--- src/sv/qfpt_pkg.sv ---
// Package for the quadrilateral fill pixel test: coordinate widths, the vertex
// type, register indexes and the pipeline stage enable struct.
// Depends on nothing.
`timescale 1ns / 1ps

package qfpt_pkg;

  localparam int COORD_WIDTH = 16;
  localparam int PIX_W       = 15;
  localparam int COLOR_W     = 24;
  localparam int XY_W        = 2 * COORD_WIDTH;
  localparam int CFG_DW      = (XY_W > COLOR_W) ? XY_W : COLOR_W;
  localparam int CFG_IW      = 3;

  localparam int VDW = COORD_WIDTH + 1;
  localparam int DW  = ((COORD_WIDTH > PIX_W) ? COORD_WIDTH : PIX_W) + 2;
  localparam int PW  = VDW + DW;
  localparam int NW  = PW + 3;

  localparam logic [CFG_IW-1:0] REG_VERTEX0    = 3'd0;
  localparam logic [CFG_IW-1:0] REG_VERTEX1    = 3'd1;
  localparam logic [CFG_IW-1:0] REG_VERTEX2    = 3'd2;
  localparam logic [CFG_IW-1:0] REG_VERTEX3    = 3'd3;
  localparam logic [CFG_IW-1:0] REG_FILL_COLOR = 3'd4;

  typedef logic signed [COORD_WIDTH-1:0] coord_t;

  typedef struct packed {
    coord_t y;
    coord_t x;
  } qfpt_vertex_t;

  typedef struct packed {
    logic s1;
    logic s2;
    logic s3;
    logic s4;
  } qfpt_stage_en_t;

endpackage

--- src/sv/qfpt_cfg_regs.sv ---
// Configuration register file: four vertex registers and the fill color.
// Depends on qfpt_pkg.
`timescale 1ns / 1ps

module qfpt_cfg_regs import qfpt_pkg::*; (
  input  logic                    clk,
  input  logic                    rst_n,
  input  logic                    cfg_write_en,
  input  logic [CFG_IW-1:0]       cfg_index,
  input  logic [CFG_DW-1:0]       cfg_wdata,
  output qfpt_vertex_t [3:0]      vtx,
  output logic [COLOR_W-1:0]      fill_color
);

  qfpt_vertex_t [3:0]   vtx_r;
  logic [COLOR_W-1:0]   color_r;

  always_ff @(posedge clk) begin
    if (!rst_n) begin
      vtx_r   <= '0;
      color_r <= '0;
    end else if (cfg_write_en) begin
      case (cfg_index)
        REG_VERTEX0:    vtx_r[0] <= cfg_wdata[XY_W-1:0];
        REG_VERTEX1:    vtx_r[1] <= cfg_wdata[XY_W-1:0];
        REG_VERTEX2:    vtx_r[2] <= cfg_wdata[XY_W-1:0];
        REG_VERTEX3:    vtx_r[3] <= cfg_wdata[XY_W-1:0];
        REG_FILL_COLOR: color_r  <= cfg_wdata[COLOR_W-1:0];
        default: begin
        end
      endcase
    end
  end

  assign vtx        = vtx_r;
  assign fill_color = color_r;

endmodule

--- config.mk ---
export PLATFORM = sky130hd
export DESIGN_NAME = qfpt_cfg_regs
export DESIGN_NICKNAME = d
export VERILOG_FILES = /design/src/sv/qfpt_pkg.sv /design/src/sv/qfpt_cfg_regs.sv
export SDC_FILE = /design/constraint.sdc
export NUM_CORES = 1
export LEC_CHECK = 0
export BUFFER_PORTS_ARGS = -buffer_cell sky130_fd_sc_hd__buf_2
export CAP_MARGIN = 0
export CORE_ASPECT_RATIO = 1.75
export CORE_MARGIN = 4
export CORE_UTILIZATION = 53
export CTS_BUF_LIST = sky130_fd_sc_hd__clkbuf_16
export CTS_CLUSTER_DIAMETER = 30
export CTS_CLUSTER_SIZE = 40
export DETAILED_ROUTE_END_ITERATION = 8
export GPL_ROUTABILITY_DRIVEN = 1
export GPL_TIMING_DRIVEN = 1
export PLACE_DENSITY_LB_ADDON = 0.25
export SYNTH_ARGS = -nofsm -noshare
export SYNTH_HDL_FRONTEND = slang
export SYNTH_SLANG_ARGS = --single-unit
export TNS_END_PERCENT = 50
--- constraint.sdc ---
create_clock -name clk -period 2.8 [get_ports clk]
set_input_delay 0.84 -clock clk [delete_from_list [all_inputs] [get_ports clk]]
set_output_delay 0.84 -clock clk [all_outputs]
set_load 0.03 [all_outputs]
Yosys cells after proc, flatten, opt, wreduce, memory -nomap -nowiden
Cells that the tools add are included.
Word-level totals
  register bits after elaboration: 152
  output and inout port bits: 152
  bits of input ports: 38
Operators by class
  equality and inequality tests: 4
  reductions and logical operators: 6
Operator list (number)
  $reduce_and A2 Y1: 5
  $eq A3 B2 Y1 const B: 2
  $eq A3 B1 Y1 const B: 1
  $eq A3 B3 Y1 const B: 1
  $logic_not A3 Y1: 1

Longest topological paths before layout
Gate-level depths: netlist of run 1.
  depth after elaboration: 2
  mapped depth: 4

Least setup slack after synthesis of run 1
Ideal clock, no wire load.
  kind: input-to-reg
  start point: in cfg_index[1]
  end point: reg vtx_r, in the netlist vtx[0]
  stages on the path: 3
  required time: 2.728 ns
  setup slack: 1.072 ns
  arrival time: 1.657 ns
  cells stage by stage: nor4b_4 -> buf_6 -> mux2i_1
On the way
  cells in the longest elaborated chain, start to end: 2
Ends and longest elaborated chain
  from (decl): RTL line qfpt_cfg_regs.sv:9  | input logic [CFG_IW-1:0] cfg_index,
  $logic_not A3 Y1: RTL line qfpt_cfg_regs.sv:23  | case (cfg_index)
  $reduce_and A2 Y1 (no source line)
  to (decl): RTL line qfpt_cfg_regs.sv:15  | qfpt_vertex_t [3:0] vtx_r;
Every way passes these cells.
A chain may end at the register's enable or synchronous reset.

Final worst setup path of run 1
  start point: in cfg_index[2]
  end point: reg vtx_r, in the netlist vtx[61]
On the way
  cells in the longest elaborated chain, start to end: 2
Ends and longest elaborated chain (RTL line)
  $eq A3 B1 Y1: qfpt_cfg_regs.sv:23
  $reduce_and A2 Y1 (no source line)
Every way passes these cells.

==> results summary, run 1 <==
The combined area of all synthesized cells is approximately 5500 µm². The top-level I/O count came out at 190. The clock latency on the worst-skew pair is ~0.41 ns.

The starting utilization of the core area came out at 54.0%. The power density normalized to cell area is around 700 nW/µm². In this run the horizontal extent of the chip is ~85 µm. The signal arrival time at the worst endpoint came out at between 2 and 2.5 ns. For this run, the post-layout net count is around 750.

The tree is rooted in a sky130_fd_sc_hd__clkbuf_16. The count of hold buffers inserted by post-cts repair is 0. The critical path is of the input pin to flip-flop type.

The fraction of post-synthesis cell area in the top cell type by area came out at roughly 55%. The most critical setup path has its endpoint at vtx[61]. The final-report setup violation count came out at 0. The number of cells on the worst reg-to-reg path came out at 2.

The post-synthesis net count came out at 568. The endpoint kind of the worst setup timing path is a flip-flop. The remaining max-slew budget at the tightest pin is about 40%. For this design the total switching power over the nets is about 1.1 mW. The capturing point of the worst reg2reg path is vtx[83]. The largest fanout of any net on the critical path came out at 32. Yosys attributes the largest share of cell area to sky130_fd_sc_hd__dfxtp_1 (55%), sky130_fd_sc_hd__mux2i_1 (28%), sky130_fd_sc_hd__nand2_1 (12%).

The CTS clock-pin slew for the worst setup and hold paths came out at about 0.06 ns. The number of placement rows came out at a little under 50. The commonest cells after synthesis are sky130_fd_sc_hd__nand2_1 (184), sky130_fd_sc_hd__dfxtp_1 (152), sky130_fd_sc_hd__mux2i_1 (152).

The routed layout has between 4000 and 5000 vias. Once the clock tree was built, the setup fixing pass inserted 0 buffers. The number of global-route vias before repair is around 4500. The internal power of the cells totals between 3 and 4 mW. The post-synthesis area per instance came out at between 10 and 15 µm². Dividing the detail-routed via count by the number of cells gives 5.16. The worst register-to-register path begins at vtx[83]. The sequential standard cell area is ~3000 µm². The setup clock skew after layout is 0 ns. The biggest area contributor in the post-synthesis netlist is sky130_fd_sc_hd__dfxtp_1.

For the worst setup path, the data required time is about 3.1 ns. The first global-routing pass estimated 22.1 mm of wire. The worst voltage drop across the vdd grid came out at roughly 540 µV. The global-route usage over all layers came out at 23.0%. The sequential group share of total power is between 40% and 50%. Including well taps, the total number of placed cells is 818.

Synthesis inferred 152 register bits. The final hold violation count came out at 0. The internal reg-to-reg setup slack is between 2 and 2.5 ns. At the end of routability-driven placement, the weighted congestion stood at 0.765. The run finished with clean final reports.

The final clock period utilization by the worst path came out at between 60 and 70%. The standby leakage power is roughly 4 nW. The count of routing violations after the opening detailed-route iteration is 135. In this run the number of H-tree levels came out at 4. The count of placed standard cells in the final layout, fillers left out came out at 849.

Of the total power, the share spent switching nets is 22.7%. sky130_fd_sc_hd__nand2_1 is the most common cell in the netlist. The pre-antenna-repair detailed-routing pass consisted of 5 iterations. The transition at the pin with the smallest max-transition slack is approximately 0.89 ns.

Setup repair after global routing left no endpoint under its margin. TritonCTS built the clock tree. The clock power share came out at between 40% and 50%. The classification of the worst-slack hold path is flip-flop to flip-flop. The max-capacitance violation count came out at 0. The sequential cell area fraction in the yosys report came out at 55.0%. The nature of the critical path startpoint is an input pin.

The area of the die came out at ~12000 µm². Entering global routing, the biggest net connects 69 pins. The final sum of negative setup slack came out at 0 ns. Synthesis handed over a netlist of between 500 and 600 instances. The minimum clock period is between 1.5 and 2 ns. The synthesis-to-layout area growth is 30.2%. The number of filler cells placed in the layout came out at around 780. After detailed routing, the average wire length per cell comes to roughly 16 µm. The critical path starts at cfg_index[2]. The part of the total power dissipated in combinational logic is 7.3%. The share of async-settable or async-resettable flops after synthesis came out at 0%. The floorplan step set the die height to between 100 and 150 µm. The most used flip-flop cell after synthesis is sky130_fd_sc_hd__dfxtp_1. The number of enable-type register cells in the synthesized netlist came out at 0. The post-cts repair resize count came out at 0. The count of distinct cell types in the synthesized netlist came out at 11. The number of max-slew violations in the final report is 0. The area occupied by multi-input gates came out at about 2300 µm².

In this run the standard cell core region covers between 10000 and 15000 µm². For this design, the sink count on the clock tree is around 150. The post-route netlist has 32.0% of its cells at a drive strength greater than 1. Global routing finished with a remaining overflow of 0. The maximum buffer depth of the clock tree came out at 2. The timing-limited maximum frequency is a little over 500 MHz. The number of antenna violations at the first check in global routing was 0. The clock buffer count from CTS came out at 17.

For this run, design rule violations remaining after detail routing come to 0. The number of synthesis warnings is 0. The total of buffers placed on input and output ports came out at about 190. The number of antenna diodes in the final layout is 0. The detailed placer's ending HPWL came out at roughly 9.5 mm. The sum of routed wire length over all layers came out at roughly 14 mm.

The remaining number of nets flagged by the antenna check after routing came out at 0.
cells by family (layout without fill, tap and decap cells):
logic type / count (synthesis) / after routing / share of synthesized area, %
buffers and inverters: 37 / 229 / 3.80
and+or+nand+nor: 189 / 189 / 13.7
muxes: 152 / 152 / 27.5
DFF: 152 / 152 / 55.0
placed cells by master, fill, tap and decap left out, types with 2 or more instances in the layout:
master,count
sky130_fd_sc_hd__buf_2,188
sky130_fd_sc_hd__nand2_1,184
sky130_fd_sc_hd__mux2i_1,152
sky130_fd_sc_hd__dfxtp_1,152
sky130_fd_sc_hd__clkbuf_16,17
sky130_fd_sc_hd__buf_4,7
sky130_fd_sc_hd__bufinv_16,5
sky130_fd_sc_hd__clkinv_2,3
sky130_fd_sc_hd__buf_12,3
sky130_fd_sc_hd__nand4bb_4,2
sky130_fd_sc_hd__clkinv_4,2
worst max-delay path, stage by stage:
cell,delay [ns]
sky130_fd_sc_hd__buf_2,0.14
sky130_fd_sc_hd__nand4bb_4,0.83
sky130_fd_sc_hd__mux2i_1,0.42
layer usage:
metal | global-route usage (%) | routed length [µm]
met1 | 25.0 | 5220
met2 | 40.1 | 7050
met3 | 7.33 | 1100
met4 | 10.6 | 420
met5 | 0 | 0
worst min-delay path by stage:
stage,from,end,slack (ns),cells after the start
floorplan,fill_color[23],fill_color[23],0.58,2
global placement,vtx[117],vtx[117],0.44,2
detailed placement,vtx[8],vtx[8],0.44,2
CTS,vtx[2],vtx[2],0.46,2
global route,vtx[62],vtx[62],0.47,2
finish,vtx[2],vtx[2],0.45,2
state kept, by name, summed over array words and instances (netlist names):
register	flops
fill_color	24
vtx	128
metrics by stage:
stage	cell area, µm²	hold WS, ns	power (mW)	worst slack [ns]	utilization, %
5_1_grt	7200	0.472	5.19	0.806	70.4
2_1_floorplan	5530	0.583	2.52	1.07	-
3_5_place_dp	6570	0.444	2.65	0.485	64.2
6_report	7200	0.453	5.04	0.865	70.4
3_3_place_gp	6570	0.441	2.64	0.554	64.2
4_1_cts	7200	0.457	5.07	0.859	70.4
cell type report:
class,instances,area share (%)
Clock buffer,17,5.91
Clock inverter,14,2.87
Multi-Input combinational cell,341,32.2
Sequential cell,152,42.2
Tap cell,127,2.21
Timing Repair Buffer,198,14.6
power groups by stage:
stage	Clock (mW)	Sequential [mW]	Combinational (mW)
after floorplan	0	2.38	0.149
after global placement	0	2.28	0.363
after detailed placement	0	2.28	0.369
after CTS	2.46	2.24	0.370
after global routing	2.56	2.24	0.394
final	2.44	2.24	0.367
Power figures use the tool's default switching activity.
==> run 2: changes to the inputs <==
--- a/config.mk
+++ b/config.mk
@@ -9,7 +9,7 @@
 export CAP_MARGIN = 0
 export CORE_ASPECT_RATIO = 1.75
 export CORE_MARGIN = 4
-export CORE_UTILIZATION = 53
+export CORE_UTILIZATION = 50
 export CTS_BUF_LIST = sky130_fd_sc_hd__clkbuf_16
 export CTS_CLUSTER_DIAMETER = 30
 export CTS_CLUSTER_SIZE = 40
==> constraint.sdc (replaced) <==
create_clock -name clk -period 1.9 [get_ports clk]
set_input_delay 0.57 -clock clk [delete_from_list [all_inputs] [get_ports clk]]
set_output_delay 0.57 -clock clk [all_outputs]
set_load 0.03 [all_outputs]
==> run 2 against run 1 <==
  * Die area is 5.5% higher
  * Via count is 0.30% lower
  * Highest routed layer unchanged
  * Power is 41% higher
  * Cell count is 1.2% higher
  * Largest cell class unchanged
==> results summary, run 2 (synthesized netlist as in run 1, its figures left out) <==
The flow ran to the end, and the final reports show no timing, DRC or antenna violations. The post-detailed-route via-to-cell ratio is 5.08 (-1.5%). The number of placement rows came out at 50 (+2.0%). The global-route wire length before repair came to 22.6 mm (+2.3%). The CTS clock-pin slew for the worst setup and hold paths was 0.06 ns (about the same). Of the available clock period, the critical path in the final layout requires roughly four fifths. The kind of cell with the highest combined delay along the critical path is flip-flops. The number of antenna violations at the first check in global routing is 0 (unchanged). The timing-limited maximum frequency is roughly 640 MHz.

The critical path data required time is 1.33 ns (-1.78 ns). The count of hold buffers inserted by post-cts repair came out at 0 (unchanged). The signal on the critical path passes through buf_2.

The routability congestion estimate from global placement came out at 0.796 (+4.0%). The total congestion overflow after global routing came out at 0 (unchanged). The post-cts repair resize count was 0 (unchanged). The post-detailed-route DRC marker count came out at 0 (unchanged). The CTS root buffer is sky130_fd_sc_hd__clkbuf_16.

The maximum buffer depth of the clock tree is 2 (unchanged). The global-route usage over all layers was 22.7% (-0.25 points). In this run the worst hold path is classified as flip-flop to flip-flop.

For this design, the slowest cell found on the critical path is sky130_fd_sc_hd__dfxtp_1. After layout, the minimum clock period comes to about 1.6 ns. The area of the die came out at 12900 µm² (+5.5%). The fraction of final layout cells sized beyond drive strength 1 is 32.5% (+0.52 points). The top-level I/O count came out at 190 (unchanged).

The final hold violation count came out at 0 (unchanged). The number of global-route vias before repair is 4511 (+0.13%). The floorplan die height is 147 µm (+2.8%). The final-report setup violation count was 0 (unchanged). The clock buffer count from CTS came out at 17 (unchanged).

The total core area came out at 10800 µm² (+5.1%). The power density normalized to cell area is 981 nW/µm² (+40%). The starting utilization of the core area is 51.4% (-2.6 points). The detailed placer's ending HPWL came out at 10.3 mm (+7.9%). The largest fanout of any net on the critical path was 2 (-94%). The count of buffering cells on the critical path with inverters included was 1 (unchanged). The final worst-path setup slack came out at 0.349 ns (-0.515 ns).

STA classifies the critical path startpoint as a flip-flop. The sum of routed wire length over all layers came out at 14.1 mm (+2.6%). The final sum of negative setup slack came out at 0 ns (unchanged).

The pre-CTS setup slack came out at 0.176 ns (-0.309 ns). The number of flip-flops under the largest register name was 128 (unchanged). The max-capacitance violation count came to 0 (unchanged). The count of H-tree levels built during CTS came out at 4 (unchanged). The worst voltage drop across the vdd grid came out at 718 µV (+33%). The clock latency on the worst-skew pair is 0.41 ns (about the same). The standby leakage power came out at 4.01 nW (+0.17%). The most common cell after layout, fill and taps aside is sky130_fd_sc_hd__buf_2. Setup repair after global routing left no endpoint under its margin. The transition at the pin with the smallest max-transition slack came out at 0.412 ns (-0.483 ns).

The number of max-slew violations in the final report came out at 0 (unchanged). The pin count of the biggest net entering global routing was 49 (-29%). The number of buffers inserted by post-CTS setup repair was 0 (unchanged). The final-stage net count came out at 754 (+0.80%).

The average wire length per cell after detail routing came to 16.5 µm (+1.4%). The synthesis-to-layout area growth is 31.0%. The number of inserted diodes is 0 (unchanged). The count of routing violations after the opening detailed-route iteration is 145 (+7.4%).

The remaining number of nets flagged by the antenna check after routing came out at 0 (unchanged). The top cell types in the final layout, fill and taps aside, are sky130_fd_sc_hd__buf_2 (188), sky130_fd_sc_hd__nand2_1 (184), sky130_fd_sc_hd__mux2i_1 (152), sky130_fd_sc_hd__dfxtp_1 (152), sky130_fd_sc_hd__clkbuf_16 (17). The remaining max-slew budget at the tightest pin is 72.5% (+32 points).

The worst setup path is of the flip-flop to primary output kind. The delay contributed by the slowest stage of the critical path came out at 0.36 ns (-0.47 ns). The number of detailed-routing iterations run before antenna repair is 4 (-1).

STA classifies the critical path endpoint as a primary output. TritonCTS built the clock tree. The tightest hold margin came out at 0.454 ns (+0.000954 ns).

The setup clock skew after layout came out at 0 ns (unchanged). The clock net sink count came out at 152 (unchanged). The overall via count from detail_route came out at 4364 (-0.30%). The number of filler cells placed in the layout came out at 889 (+14%). The signal arrival time at the worst endpoint is 0.98 ns (-1.26 ns). The width of the die came out at 87.5 µm (+2.7%). The total of buffers placed on input and output ports came to 189 (unchanged).
run 2: worst register-to-register path: cells and delay by family (launching register included):
family | cells | cell delay, ns
multiplexers | 1 | 0.17
flip-flops | 1 | 0.35
AND/OR/NAND/NOR | 1 | 0.06
run 2: final timing paths:
| kind | from | endpoint | slack [ns] | cells past startpoint |
|---|---|---|---|---|
| max | vtx[81] | vtx[81] | 0.35 | 1 |
| min | vtx[62] | vtx[62] | 0.45 | 2 |
| max reg2reg | vtx[92] | vtx[92] | 1.24 | 2 |
| min reg2reg | vtx[62] | vtx[62] | 0.45 | 2 |
run 2: where the power goes:
part | switching (mW) | leakage (nW) | total [mW] | internal, mW
Clock | 1.33 | 0.269 | 3.26 | 1.94
Sequential | 0.0354 | 1.23 | 3.29 | 3.26
Combinational | 0.375 | 2.51 | 0.558 | 0.183
Total | 1.74 | 4.01 | 7.11 | 5.38
run 2: routing by layer:
metal | vias to the layer above | share of wire [%] | GRT usage (%)
li1 | 2119 | - | -
met1 | 2071 | 38 | 24.4
met2 | 149 | 53 | 39.8
met3 | 25 | 6.4 | 7.58
met4 | 0 | 2.8 | 9.14
met5 | - | 0 | 0
run 2: layout make-up:
cell class	instances	area [µm²]	share of cell area, %
repair buffers	204	1150	15.8
clock inverters	15	153	2.11
clock buffers	17	425	5.87
flip-flops and latches	152	3040	42.0
multi-input cells	341	2320	32.0
well taps	130	163	2.24
run 2: per-stage QoR:
step / instance area [µm²] / utilization (%) / cells / power (mW)
floorplan: 5530 / - / 530 / 3.72
global placement: 6670 / 62.0 / 827 / 3.91
detailed placement: 6670 / 62.0 / 827 / 3.93
CTS: 7250 / 67.4 / 859 / 7.19
global route: 7250 / 67.4 / 859 / 7.38
finish: 7250 / 67.4 / 859 / 7.11
